File: config.mk
export PLATFORM = sky130hd
export DESIGN_NAME = glyph_coverage_blit
export DESIGN_NICKNAME = d
export VERILOG_FILES = /design/src/hdl/gcb_pkg.sv /design/src/hdl/gcb_front.sv /design/src/hdl/gcb_queue.sv /design/src/hdl/gcb_back.sv /design/src/hdl/glyph_coverage_blit.sv
export SDC_FILE = /design/constraint.sdc
export NUM_CORES = 1
export LEC_CHECK = 0
export BUFFER_PORTS_ARGS = -buffer_cell sky130_fd_sc_hd__buf_2
export CAP_MARGIN = 10
export CORE_MARGIN = 1
export CORE_UTILIZATION = 56
export CTS_BUF_LIST = sky130_fd_sc_hd__clkbuf_8 sky130_fd_sc_hd__clkbuf_16
export DETAILED_ROUTE_END_ITERATION = 16
export PLACE_DENSITY = 0.78
export SLEW_MARGIN = 25
export SYNTH_ARGS = -nofsm -noshare
export SYNTH_HDL_FRONTEND = slang
export SYNTH_HIERARCHICAL = 1
export SYNTH_SLANG_ARGS = --single-unit
File: constraint.sdc
create_clock -name clk -period 17.65 [get_ports clk]
set_input_delay 2.6475 -clock clk [delete_from_list [all_inputs] [get_ports clk]]
set_output_delay 2.6475 -clock clk [all_outputs]
set_load 0.05 [all_outputs]
File: src/hdl/gcb_pkg.sv
// ----------------------------------------------------------------------------
// gcb_pkg
// Shared register codes, field widths and the configuration bundle of the
// glyph coverage blitter.
// ----------------------------------------------------------------------------
package gcb_pkg;

  // Field widths fixed by the register map and the item layout
  localparam int CovW       = 8;
  localparam int ColorW     = 32;
  localparam int OriginW    = 12;
  localparam int GlyphDimW  = 9;
  localparam int RasterDimW = 11;
  localparam int IndexW     = 20;
  localparam int CfgDataW   = 32;
  localparam int CfgIdxW    = 3;

  typedef logic [CfgIdxW-1:0] reg_idx_t;

  // Register indexes
  localparam reg_idx_t REG_TEXT_COLOR   = 3'd0;
  localparam reg_idx_t REG_ORIGIN_ROW   = 3'd1;
  localparam reg_idx_t REG_ORIGIN_COL   = 3'd2;
  localparam reg_idx_t REG_GLYPH_WIDTH  = 3'd3;
  localparam reg_idx_t REG_GLYPH_HEIGHT = 3'd4;
  localparam reg_idx_t REG_RASTER_ROWS  = 3'd5;
  localparam reg_idx_t REG_RASTER_COLS  = 3'd6;

  // Configuration bundle handed to the front and back ends
  typedef struct packed {
    logic        [ColorW-1:0]     text_color;
    logic signed [OriginW-1:0]    origin_row;
    logic signed [OriginW-1:0]    origin_col;
    logic        [GlyphDimW-1:0]  glyph_width;
    logic        [GlyphDimW-1:0]  glyph_height;
    logic        [RasterDimW-1:0] raster_rows;
    logic        [RasterDimW-1:0] raster_cols;
  } cfg_t;

endpackage

File: src/hdl/gcb_front.sv
// ----------------------------------------------------------------------------
// gcb_front
// Accepts coverage beats, tracks the glyph row and column, places each pixel
// on the raster and forwards only visible, covered pixels to the queue.
// ----------------------------------------------------------------------------
module gcb_front #(
  parameter int MAX_RASTER_DIM = 1024,
  parameter int MAX_GLYPH_DIM  = 256
) (
  input  logic                           clk,
  input  logic                           rst_n,
  input  gcb_pkg::cfg_t                  cfg,
  input  logic                           in_valid,
  input  logic                           in_stall,
  input  logic [gcb_pkg::CovW-1:0]       in_coverage,
  output logic                           push,
  output logic [2*$clog2(MAX_RASTER_DIM)+gcb_pkg::CovW-1:0] push_data
);

  localparam int CW  = $clog2(MAX_GLYPH_DIM);
  localparam int GW  = (CW + 2 > gcb_pkg::GlyphDimW) ? CW + 2 : gcb_pkg::GlyphDimW;
  localparam int RW  = $clog2(MAX_RASTER_DIM);
  localparam int RDW = (RW + 1 > gcb_pkg::RasterDimW) ? RW + 1 : gcb_pkg::RasterDimW;
  localparam int PB0 = (CW + 1 > gcb_pkg::OriginW) ? CW + 1 : gcb_pkg::OriginW;
  localparam int PB  = (RDW > PB0) ? RDW : PB0;
  localparam int PW  = PB + 1;

  logic [CW-1:0]        row_r, row_nxt, col_r, col_nxt;
  logic [GW-1:0]        gw_raw, gh_raw, gw, gh;
  logic [RDW-1:0]       nr_raw, nc_raw, nr, nc;
  logic signed [PW-1:0] org_row, org_col, cnt_row, cnt_col, pos_row, pos_col;
  logic                 row_in, col_in, hit, accept, col_end, row_end;

  // Clamp glyph and raster sizes
  assign gw_raw = GW'(cfg.glyph_width);
  assign gh_raw = GW'(cfg.glyph_height);
  assign gw = (gw_raw == '0) ? GW'(1) :
              ((gw_raw > GW'(MAX_GLYPH_DIM)) ? GW'(MAX_GLYPH_DIM) : gw_raw);
  assign gh = (gh_raw == '0) ? GW'(1) :
              ((gh_raw > GW'(MAX_GLYPH_DIM)) ? GW'(MAX_GLYPH_DIM) : gh_raw);

  assign nr_raw = RDW'(cfg.raster_rows);
  assign nc_raw = RDW'(cfg.raster_cols);
  assign nr = (nr_raw > RDW'(MAX_RASTER_DIM)) ? RDW'(MAX_RASTER_DIM) : nr_raw;
  assign nc = (nc_raw > RDW'(MAX_RASTER_DIM)) ? RDW'(MAX_RASTER_DIM) : nc_raw;

  // Raster position of the current pixel
  assign org_row = PW'(cfg.origin_row);
  assign org_col = PW'(cfg.origin_col);
  assign cnt_row = $signed(PW'(row_r));
  assign cnt_col = $signed(PW'(col_r));
  assign pos_row = org_row + cnt_row;
  assign pos_col = org_col + cnt_col;

  // Classify: drop clipped or uncovered pixels
  assign row_in = !pos_row[PW-1] && (pos_row < $signed(PW'(nr)));
  assign col_in = !pos_col[PW-1] && (pos_col < $signed(PW'(nc)));
  assign hit    = row_in && col_in && (in_coverage != '0);

  assign accept    = in_valid && !in_stall;
  assign push      = accept && hit;
  assign push_data = {pos_row[RW-1:0], pos_col[RW-1:0], in_coverage};

  // Advance the glyph counters, wrapping at the clamped size
  assign col_end = (GW'(col_r) + GW'(1)) >= gw;
  assign row_end = (GW'(row_r) + GW'(1)) >= gh;

  always_comb begin
    row_nxt = row_r;
    col_nxt = col_r;
    if (accept) begin
      if (col_end) begin
        col_nxt = '0;
        row_nxt = row_end ? '0 : row_r + CW'(1);
      end else begin
        col_nxt = col_r + CW'(1);
      end
    end
  end

  always_ff @(posedge clk) begin
    if (!rst_n) begin
      row_r <= '0;
      col_r <= '0;
    end else begin
      row_r <= row_nxt;
      col_r <= col_nxt;
    end
  end

endmodule

File: src/hdl/gcb_queue.sv
// ----------------------------------------------------------------------------
// gcb_queue
// Short first-in first-out queue between the front and back ends.
// ----------------------------------------------------------------------------
module gcb_queue #(
  parameter int WIDTH = 28,
  parameter int DEPTH = 4
) (
  input  logic             clk,
  input  logic             rst_n,
  input  logic             push,
  input  logic [WIDTH-1:0] push_data,
  input  logic             pop,
  output logic [WIDTH-1:0] pop_data,
  output logic             full,
  output logic             empty
);

  localparam int AW = (DEPTH > 1) ? $clog2(DEPTH) : 1;

  logic [WIDTH-1:0] mem [DEPTH];
  logic [AW-1:0]    wr_ptr_r, rd_ptr_r;
  logic [AW:0]      count_r;
  logic             do_push, do_pop;

  assign full     = (count_r == (AW+1)'(DEPTH));
  assign empty    = (count_r == '0);
  assign do_push  = push && !full;
  assign do_pop   = pop && !empty;
  assign pop_data = mem[rd_ptr_r];

  // Store the incoming entry
  always_ff @(posedge clk) begin
    if (do_push) begin
      mem[wr_ptr_r] <= push_data;
    end
  end

  // Advance pointers and occupancy
  always_ff @(posedge clk) begin
    if (!rst_n) begin
      wr_ptr_r <= '0;
      rd_ptr_r <= '0;
      count_r  <= '0;
    end else begin
      if (do_push) begin
        wr_ptr_r <= (wr_ptr_r == AW'(DEPTH - 1)) ? '0 : wr_ptr_r + AW'(1);
      end
      if (do_pop) begin
        rd_ptr_r <= (rd_ptr_r == AW'(DEPTH - 1)) ? '0 : rd_ptr_r + AW'(1);
      end
      if (do_push && !do_pop) begin
        count_r <= count_r + (AW+1)'(1);
      end else if (do_pop && !do_push) begin
        count_r <= count_r - (AW+1)'(1);
      end
    end
  end

endmodule

File: src/hdl/gcb_back.sv
// ----------------------------------------------------------------------------
// gcb_back
// Turns queued pixels into raster writes: multiplies out the row offset and
// the scaled alpha, then finishes the index and colour in the output stage.
// ----------------------------------------------------------------------------
module gcb_back #(
  parameter int MAX_RASTER_DIM = 1024
) (
  input  logic                              clk,
  input  logic                              rst_n,
  input  gcb_pkg::cfg_t                     cfg,
  input  logic                              q_empty,
  input  logic [2*$clog2(MAX_RASTER_DIM)+gcb_pkg::CovW-1:0] q_data,
  output logic                              q_pop,
  output logic                              out_valid,
  input  logic                              out_stall,
  output logic [gcb_pkg::IndexW-1:0]        out_raster_index,
  output logic [gcb_pkg::ColorW-1:0]        out_pixel_rgba
);

  localparam int RW  = $clog2(MAX_RASTER_DIM);
  localparam int RDW = (RW + 1 > gcb_pkg::RasterDimW) ? RW + 1 : gcb_pkg::RasterDimW;
  localparam int PRW = RW + RDW;
  localparam int SW  = ((PRW > gcb_pkg::IndexW) ? PRW : gcb_pkg::IndexW) + 1;
  localparam int AP  = 2 * gcb_pkg::CovW;

  logic [RDW-1:0]            nc_raw, nc;
  logic [RW-1:0]             q_row, q_col;
  logic [gcb_pkg::CovW-1:0]  q_cov;
  logic [PRW-1:0]            line_prod;
  logic [AP-1:0]             alpha_prod;

  logic                      s1_valid_r;
  logic [PRW-1:0]            s1_line_r;
  logic [RW-1:0]             s1_col_r;
  logic [AP-1:0]             s1_aprod_r;

  logic                      out_valid_r;
  logic [gcb_pkg::IndexW-1:0] out_index_r;
  logic [gcb_pkg::ColorW-1:0] out_rgba_r;

  logic                      out_adv, s1_adv;
  logic [AP:0]               div_sum;
  logic [gcb_pkg::CovW-1:0]  scaled;
  logic [SW-1:0]             idx_sum;

  // Row stride, clamped
  assign nc_raw = RDW'(cfg.raster_cols);
  assign nc = (nc_raw > RDW'(MAX_RASTER_DIM)) ? RDW'(MAX_RASTER_DIM) : nc_raw;

  // Unpack the queue entry
  assign q_row = q_data[2*RW+gcb_pkg::CovW-1 -: RW];
  assign q_col = q_data[gcb_pkg::CovW +: RW];
  assign q_cov = q_data[gcb_pkg::CovW-1:0];

  assign line_prod  = PRW'(q_row) * PRW'(nc);
  assign alpha_prod = AP'(cfg.text_color[31:24]) * AP'(q_cov);

  // Pipeline advance: a stage moves on when it is empty or its successor moves
  assign out_adv = !out_valid_r || !out_stall;
  assign s1_adv  = !s1_valid_r || out_adv;
  assign q_pop   = !q_empty && s1_adv;

  // Divide by 255 via (x + (x >> 8) + 1) >> 8, exact for byte products
  assign div_sum = (AP+1)'(s1_aprod_r) + (AP+1)'(s1_aprod_r[AP-1:gcb_pkg::CovW])
                   + (AP+1)'(1);
  assign scaled  = div_sum[AP-1:gcb_pkg::CovW];
  assign idx_sum = SW'(s1_line_r) + SW'(s1_col_r);

  // Stage valids
  always_ff @(posedge clk) begin
    if (!rst_n) begin
      s1_valid_r  <= 1'b0;
      out_valid_r <= 1'b0;
    end else begin
      if (s1_adv) begin
        s1_valid_r <= q_pop;
      end
      if (out_adv) begin
        out_valid_r <= s1_valid_r;
      end
    end
  end

  // Stage payloads
  always_ff @(posedge clk) begin
    if (q_pop) begin
      s1_line_r  <= line_prod;
      s1_col_r   <= q_col;
      s1_aprod_r <= alpha_prod;
    end
    if (out_adv && s1_valid_r) begin
      out_index_r <= idx_sum[gcb_pkg::IndexW-1:0];
      out_rgba_r  <= {scaled, cfg.text_color[23:0]};
    end
  end

  assign out_valid        = out_valid_r;
  assign out_raster_index = out_index_r;
  assign out_pixel_rgba   = out_rgba_r;

endmodule

File: src/hdl/glyph_coverage_blit.sv
// ----------------------------------------------------------------------------
// glyph_coverage_blit
// Places the coverage bytes of one glyph bitmap on a raster and emits one
// raster write per visible, covered pixel.
// ----------------------------------------------------------------------------
// Usage:
//   Configure through cfg_we / cfg_index / cfg_wdata while the block is idle.
//   Feed coverage bytes in row-major glyph order on in_valid / in_stall; a
//   beat moves when valid is high and stall is low. Each beat yields zero or
//   one write on out_valid / out_stall: the linear raster index and the text
//   colour with its alpha scaled by coverage.
//   Path: the queue takes a beat at the edge on which it is accepted; the
//   multiply stage and then the output register each hold the item in
//   turn, and a receiver stall can hold it in either stage or the queue.
//   Throughput: one beat per cycle sustained while in_stall is low; the front
//   end and the two-stage back end each run at one item per cycle while out_stall is low.
//   Reset: glyph counters return to row 0, column 0, the queue and the back
//   end empty, and control registers reset; queue and stage data do not.
//   Receiver stall: the output register holds its write; the back end fills,
//   then the four-entry queue, after which in_stall rises. Beats that make no
//   write are still taken while the queue has room.
// ----------------------------------------------------------------------------
module glyph_coverage_blit #(
  parameter int MAX_RASTER_DIM = 1024,
  parameter int MAX_GLYPH_DIM  = 256
) (
  input  logic                          clk,
  input  logic                          rst_n,
  input  logic                          cfg_we,
  input  logic [gcb_pkg::CfgIdxW-1:0]   cfg_index,
  input  logic [gcb_pkg::CfgDataW-1:0]  cfg_wdata,
  input  logic                          in_valid,
  output logic                          in_stall,
  input  logic [gcb_pkg::CovW-1:0]      in_coverage,
  output logic                          out_valid,
  input  logic                          out_stall,
  output logic [gcb_pkg::IndexW-1:0]    out_raster_index,
  output logic [gcb_pkg::ColorW-1:0]    out_pixel_rgba
);

  localparam int RW     = $clog2(MAX_RASTER_DIM);
  localparam int QW     = 2 * RW + gcb_pkg::CovW;
  localparam int QDEPTH = 4;

  gcb_pkg::cfg_t cfg_r, cfg_nxt;
  logic          push, q_pop, q_full, q_empty;
  logic [QW-1:0] push_data, q_data;

  // Register writes
  always_comb begin
    cfg_nxt = cfg_r;
    if (cfg_we) begin
      case (cfg_index)
        gcb_pkg::REG_TEXT_COLOR:   cfg_nxt.text_color   = cfg_wdata;
        gcb_pkg::REG_ORIGIN_ROW:   cfg_nxt.origin_row   = cfg_wdata[gcb_pkg::OriginW-1:0];
        gcb_pkg::REG_ORIGIN_COL:   cfg_nxt.origin_col   = cfg_wdata[gcb_pkg::OriginW-1:0];
        gcb_pkg::REG_GLYPH_WIDTH:  cfg_nxt.glyph_width  = cfg_wdata[gcb_pkg::GlyphDimW-1:0];
        gcb_pkg::REG_GLYPH_HEIGHT: cfg_nxt.glyph_height = cfg_wdata[gcb_pkg::GlyphDimW-1:0];
        gcb_pkg::REG_RASTER_ROWS:  cfg_nxt.raster_rows  = cfg_wdata[gcb_pkg::RasterDimW-1:0];
        gcb_pkg::REG_RASTER_COLS:  cfg_nxt.raster_cols  = cfg_wdata[gcb_pkg::RasterDimW-1:0];
        default: ;
      endcase
    end
  end

  always_ff @(posedge clk) begin
    if (!rst_n) begin
      cfg_r.text_color   <= '0;
      cfg_r.origin_row   <= '0;
      cfg_r.origin_col   <= '0;
      cfg_r.glyph_width  <= gcb_pkg::GlyphDimW'(1);
      cfg_r.glyph_height <= gcb_pkg::GlyphDimW'(1);
      cfg_r.raster_rows  <= '0;
      cfg_r.raster_cols  <= '0;
    end else begin
      cfg_r <= cfg_nxt;
    end
  end

  // Hold the input off only when the queue has no room
  assign in_stall = q_full;

  gcb_front #(
    .MAX_RASTER_DIM (MAX_RASTER_DIM),
    .MAX_GLYPH_DIM  (MAX_GLYPH_DIM)
  ) u_front (
    .clk         (clk),
    .rst_n       (rst_n),
    .cfg         (cfg_r),
    .in_valid    (in_valid),
    .in_stall    (in_stall),
    .in_coverage (in_coverage),
    .push        (push),
    .push_data   (push_data)
  );

  gcb_queue #(
    .WIDTH (QW),
    .DEPTH (QDEPTH)
  ) u_queue (
    .clk       (clk),
    .rst_n     (rst_n),
    .push      (push),
    .push_data (push_data),
    .pop       (q_pop),
    .pop_data  (q_data),
    .full      (q_full),
    .empty     (q_empty)
  );

  gcb_back #(
    .MAX_RASTER_DIM (MAX_RASTER_DIM)
  ) u_back (
    .clk              (clk),
    .rst_n            (rst_n),
    .cfg              (cfg_r),
    .q_empty          (q_empty),
    .q_data           (q_data),
    .q_pop            (q_pop),
    .out_valid        (out_valid),
    .out_stall        (out_stall),
    .out_raster_index (out_raster_index),
    .out_pixel_rgba   (out_pixel_rgba)
  );

endmodule

==> flow_summary.ini, run 1 <==
[power_and_ir_drop]
p_per_area_nw_per_um2 = 111.9
vdd_drop_max_uv = 89.98
p_leak_nw = 9.881

[cts]
cts.sinks = 333
path_clk_slew_ns = 0.07
htreeDepth = 2
cts_max_path_buffers = 3
cts_root_buf = clkbuf_16
cts_buffers = 35
hold_buffers = 0
cts_resized = 0
cts_tree = yes
post_cts_buffers = 0
clk-insertion-delay-late_ns = 0.54

[logic_synthesis]
netlist.top_cell.by_area = edfxtp_1
ys.flop_type = edfxtp_1
synth_area_leaders = edfxtp_1 (31%), dfxtp_1 (12%), fa_1 (11%)
synth_edf_count = 210
synth_common_cells = nand2_1 (290), edfxtp_1 (210), ha_1 (166), inv_1 (152), dfxtp_1 (123)
synth.net_count = 2150
synth-seq-area-share_pct = 42.70
syn-mean-instance-area_um2 = 11.24
syn-cell-area_um2 = 20540
yosysWarnings = 6
netlist.area_leader.share_pct = 30.71
ys_seq_elements = 333
yosysUniqueCellTypes = 78
async_flop_share_pct = 0
synth.most_common_cell = nand2_1
netlist_instances = 1827

[floorplan]
floorplan.initialDensity_pct = 57.32
coreArea_um2 = 35830
die_w_um = 193.5
die_h_um = 193.5
die_area_um2 = 37440
num_io_pins = 102
core.rowCount = 69

[routing]
route.detailed.wl_per_inst_um = 17.59
viasPerCell = 5.662
drt-initial-drc-count = 765
antenna_left = 0
drtPass1Iterations = 13
drc = 7
drt-total-wl_mm = 42.15
via_count = 13570

[outcome]
violations = DRC
status = complete, but fails checks

[setup_path]
reg2reg_depth = 16
max_stage_delay_ns = 0.81
path_cells = buf_4, mux4_1, and2_1, fa_1, fa_1, fa_1, fa_1, inv_1, fa_1, inv_1, ha_1, a21oi_1, o21ai_0, a21oi_1, o21ba_2, xnor2_1
critPathSlowestCell = mux4_1
crit_top_cell = fa_1
end_kind = flop
cp.required_ns = 17.95
startpoint_type = flop
r2r_slack_ns = 11.59
worstPathArrival_ns = 6.36
crit_type = reg -> reg
endpoint = u_back/s1_line_r[18]
worstReg2RegEnd = u_back/s1_line_r[18]
worst-path-max-fanout = 28

[sta]
fin_crit_ns = 6.059
skew_ns = 0.01717
slew_headroom_pct = 32.13
rsz0062_at_grt = no
hold_viol_final = 0
finalCritPeriodShare_pct = 34.33
setup_viol = 0
fmax_ghz = 0.1650
maxSlewViolCount = 0
worst_slew_pin_slew_ns = 1.012
fin_setup_tns_ns = 0

[worst_hold_path]
hold_path.startpoint = cfg_r[87]
min_path_type = reg -> reg

[layout]
num-nets-final = 2231
area_delta_synth_final_pct = 10.07
drive_gt1_share_pct = 11.16
diodes = 0
finalNonFillerCells = 2396
fill_cells = 2694

[place]
place.gp.congestion = 0.8768
portBuffers = 101
dp_hpwl_mm = 30.68
dp.cells = 2332

[grt]
track_usage_pct = 22.97
grt_first_pass_wirelength_mm = 69.04
grt_pass1_vias = 13760
antenna_found_initial = 0
grt-ovfl-total = 0
grt_max_degree = 108

[job]
maxCapViolCount = 0
## logic make-up (layout without fill, tap and decap cells)
kind of cell	after synthesis	in the layout	share of synthesized area, %
simple gates	571	571	13.40
flops	333	333	42.70
fa+ha+maj	276	276	20.79
buf+inv	223	331	4.624
compound gates	214	214	6.884
mux	130	130	8.194
xor+xnor	80	80	3.412
## worst min path at each step
stage | to | slack (ns) | cells past startpoint
detailed placement | u_back/out_pixel_rgba[21] | 0.42 | 0
global placement | u_back/out_pixel_rgba[8] | 0.41 | 0
floorplan | u_back/out_pixel_rgba[0] | 0.41 | 0
finish | u_back/out_pixel_rgba[23] | 0.43 | 0
CTS | u_back/out_pixel_rgba[4] | 0.43 | 0
global route | u_back/out_pixel_rgba[15] | 0.45 | 0
## stage by stage
step / instance area, um^2 / setup slack (ns) / utilization, % / hold slack [ns] / power, mW
2_1_floorplan: 20540 / 10.65 / - / 0.4081 / 1.603
3_3_place_gp: 21360 / 11.68 / 59.62 / 0.4120 / 1.730
3_5_place_dp: 21360 / 11.57 / 59.62 / 0.4160 / 1.757
4_1_cts: 22600 / 11.55 / 63.08 / 0.4324 / 2.549
5_1_grt: 22610 / 11.22 / 63.09 / 0.4468 / 2.652
6_report: 22610 / 11.59 / 63.09 / 0.4349 / 2.530
## report_power, final
group          switching (mW)  leakage, nW  internal (mW)
logic                   0.452         6.31          0.228
registers              0.0591         2.95           1.00
clock network           0.324        0.616          0.465
## sequential cells by signal (all words and copies together) (netlist names), named ones only
signal	cells
u_front/row_r	8
u_back/out_valid	1
u_back/out_pixel_rgba	32
u_back/s1_line_r	20
u_back/s1_col_r	10
cfg_r	96
u_queue/count_r	3
u_back/out_raster_index	20
u_back/s1_valid_r	1
u_queue/rd_ptr_r	2
u_queue/wr_ptr_r	2
u_front/col_r	8
u_back/s1_aprod_r	16
u_queue/mem	112
## layout by cell type, fill, tap and decap left out, types with 6 or more instances in the layout
master and instances:
a211oi_1 12, a21o_1 11, a21oi_1 61, and2_1 103
and3_1 8, buf_2 100, buf_4 10, bufinv_16 6
clkbuf_16 35, clkinv_2 9, dfxtp_1 122, edfxtp_1 210
fa_1 109, ha_1 166, inv_1 153, mux2i_1 101
mux4_1 8, mux4_2 20, nand2_1 290, nand2b_1 11
nand3_1 25, nand4b_1 6, nor2_1 50, nor2b_1 30
nor3_1 14, o211ai_1 15, o21a_1 16, o21ai_0 38
xnor2_1 57, xor2_1 23
## routing by layer
layer / share of wire, % / global-route usage, %
met2: 50 / 40.23
met4: 2.2 / 7.319
met3: 5.0 / 3.434
met1: 43 / 29.26
met5: 0 / 0
## cell type report
type                       instances  area (um^2)  share of cell area, %
clock inverter                    28        351.6                  1.555
sequential                       333         8770                  38.79
timing repair buffer             111        586.8                  2.596
clock buffer                      36        889.6                  3.935
tap                              461        576.8                  2.552
inverter                         156        585.6                  2.590
multi-input combinational       1271        10850                  47.98
## worst max-delay path, delay by kind of cell (launching register included)
kind	cells	cell delay (ns)
xor gates and xnor gates	1	0.06
and+or+nand+nor	1	0.24
DFF	1	0.31
AOI/OAI and AO/OA	4	0.91
buffers and inverters	3	0.53
adders and majority gates	6	2.95
muxes	1	0.81
Power figures use the tool's default switching activity.
==> inputs of run 2 (changes only) <==
Settings changed: ABC_AREA set to 1, PLACE_DENSITY 0.78 to 0.81.
Clock period 17.65 ns to 5.5 ns, I/O delays scaled along.
==> run 2 against run 1 <==
Compared with the run above:
- the flow now finishes without violations
- cell count up 40%
- combinational power rose to 6.6 times the previous value
- synthesized area up 7.3%
- clock-buffer cell count up 8
- clock skew up 0.0085 ns
- critical endpoint is now u_back/s1_line_r[16]
- sequential cell count unchanged
- fmax up 14%
- worst hold slack about the same
- global-route usage up 3.5 points
- total power rose to 4.2 times the previous value
==> flow_summary.ini, run 2 <==
[setup_path]
cp.required_ns = 5.81
r2r_slack_ns = 0.18
end_kind = flop
reg2reg_depth = 25
max_stage_delay_ns = 0.56
r2r_start = cfg_r[3]
worstReg2RegEnd = u_back/s1_line_r[16]
crit_top_cell = nand2_1
critPathSlowestCell = fa_1
crit_family = adder cells
worst-path-max-fanout = 6
crit_type = reg -> reg
startpoint_type = flop
cp.buffers_inverters = 7
worstPathArrival_ns = 5.64

[routing]
drc = 0
route.detailed.wl_per_inst_um = 15.88
via_count = 18100
drt-total-wl_mm = 53.10
drtPass1Iterations = 7
drt-initial-drc-count = 1195
viasPerCell = 5.410
antenna_left = 0

[layout]
num-nets-final = 3118
final_area_um2 = 24710
top_register = u_queue/mem
drive_gt1_share_pct = 11.68
utilization_pct = 63.78
final_cell_mix = nand2_1 (598), nor2_1 (428), inv_1 (388)
area_delta_synth_final_pct = 12.11
finalNonFillerCells = 3345
layout_commonest_cell = nand2_1
largest_reg_flops = 112

[logic_synthesis]
yosysUniqueCellTypes = 47
syn-cell-area_um2 = 22040
synth_common_cells = nand2_1 (605), nor2_1 (445), inv_1 (388), edfxtp_1 (210), nand3_1 (182)
ys.flop_type = edfxtp_1
netlist.area_leader.share_pct = 28.62
ys_seq_elements = 333
synth-seq-area-share_pct = 39.79
synth_edf_count = 210
netlist_instances = 2670
yosysWarnings = 6
syn-mean-instance-area_um2 = 8.254
synth.net_count = 2993
synth.most_common_cell = nand2_1
synth_area_leaders = edfxtp_1 (29%), dfxtp_1 (11%), nand2_1 (10%)
netlist.top_cell.by_area = edfxtp_1
async_flop_share_pct = 0

[cts]
clk-insertion-delay-late_ns = 0.56
cts_tree = yes
cts_root_buf = clkbuf_16
cts.sinks = 333
cts_buffers = 39
htreeDepth = 2
cts_max_path_buffers = 3
path_clk_slew_ns = 0.06

[worst_hold_path]
hold_depth = 0
holdPathEnd = u_back/out_pixel_rgba[17]
hold_path.startpoint = cfg_r[81]
min_path_type = reg -> reg

[grt]
grt-ovfl-total = 0
grt_first_pass_wirelength_mm = 85.80
grt_max_degree = 100
antenna_found_initial = 2
grt_pass1_vias = 17850
track_usage_pct = 26.47

[floorplan]
die_area_um2 = 40150
floorplan.initialDensity_pct = 56.89
die_h_um = 200.4
coreArea_um2 = 38740
core.rowCount = 72
die_w_um = 200.4
num_io_pins = 102

[sta]
setup_viol = 0
hold_ws_ns = 0.4347
hold_viol_final = 0
finalCritPeriodShare_pct = 96.81
slew_headroom_pct = 32.21
fmax_ghz = 0.1878
skew_ns = 0.02564
fin_crit_ns = 5.325
worst_slew_pin_slew_ns = 1.017
maxSlewViolCount = 0

[place]
placed_cell_area_um2 = 23200
dp.cells = 3265
dp_hpwl_mm = 39.65
portBuffers = 101
place.gp.congestion = 0.9585

[power_and_ir_drop]
vdd_drop_max_uv = 280.7
p_leak_nw = 12.20
p_per_area_nw_per_um2 = 429.1

[job]
maxCapViolCount = 0

[outcome]
status = finished clean
==> run 2: final cells by class <==
class / count / area, um^2
fill: 3166 / 14030
multi-input combinational: 1855 / 11500
sequential: 333 / 8780
inverter: 401 / 1514
clock buffer: 44 / 1056
timing repair buffer: 165 / 996.0
tap: 518 / 648.1
clock inverter: 27 / 203.9
antenna: 2 / 5.005
==> run 2: worst max path at each step <==
stage             start                    to  slack (ns)  cells past startpoint
2_1_floorplan      flop  u_back/s1_line_r[19]        0.25                     25
3_5_place_dp   cfg_r[1]  u_back/s1_line_r[19]        0.05                     25
5_1_grt        cfg_r[3]  u_back/s1_line_r[16]       -0.05                     23
6_report       cfg_r[3]  u_back/s1_line_r[16]        0.18                     25
4_1_cts            flop  u_back/s1_line_r[16]        0.01                     23
3_3_place_gp   cfg_r[2]  u_back/s1_line_r[19]        0.19                     23
==> run 2: cells by family after synthesis <==
group | share of synthesized area [%]
AND/OR/NAND/NOR | 24.66
buffers and inverters | 8.880
flip-flops | 39.79
adder cells (fa/ha/maj) | 19.33
AO/OA/AOI/OAI | 5.360
XOR/XNOR | 1.987
==> run 2: metal layers <==
metal | vias up | routed length [um] | GRT usage, %
met4 | 0 | 1568 | 9.869
met2 | 655 | 26430 | 47.31
met1 | 8554 | 21670 | 32.32
li1 | 8764 | - | -
met5 | - | 0 | 0
met3 | 123 | 3441 | 3.807
==> run 2: what timing repair did <==
item | 4_1_cts | 5_1_grt
pin swaps | 0 | 14
setup endpoints to repair | 1 | 17
resized for setup | 1 | 51
setup buffers | 0 | 6
hold buffers | 0 | 0
gates cloned | 0 | 1
==> run 2: metrics by stage <==
stage | power (mW) | setup WS [ns] | TNS (ns)
final | 10.60 | 0.1754 | 0
after global routing | 11.26 | -0.05419 | -0.2435
after CTS | 10.52 | 0.009972 | 0
after detailed placement | 7.980 | 0.04717 | 0
after global placement | 7.818 | 0.1906 | 0
after floorplan | 6.736 | 0.2490 | 0
==> run 2: worst reg2reg max path, delay by kind of cell (launching register included) <==
family	cells	cell delay, ns
AO/OA/AOI/OAI	2	0.29
adder cells (fa/ha/maj)	6	2.82
buffers and inverters	7	0.57
flip-flops	1	0.36
AND/OR/NAND/NOR	10	1.02
==> run 2: where the power goes <==
group | leakage [nW] | internal [mW] | total, mW | switching, mW
clock | 0.643 | 1.48 | 2.51 | 1.03
sequential | 2.99 | 3.34 | 3.62 | 0.282
combinational | 8.57 | 1.42 | 4.47 | 3.05
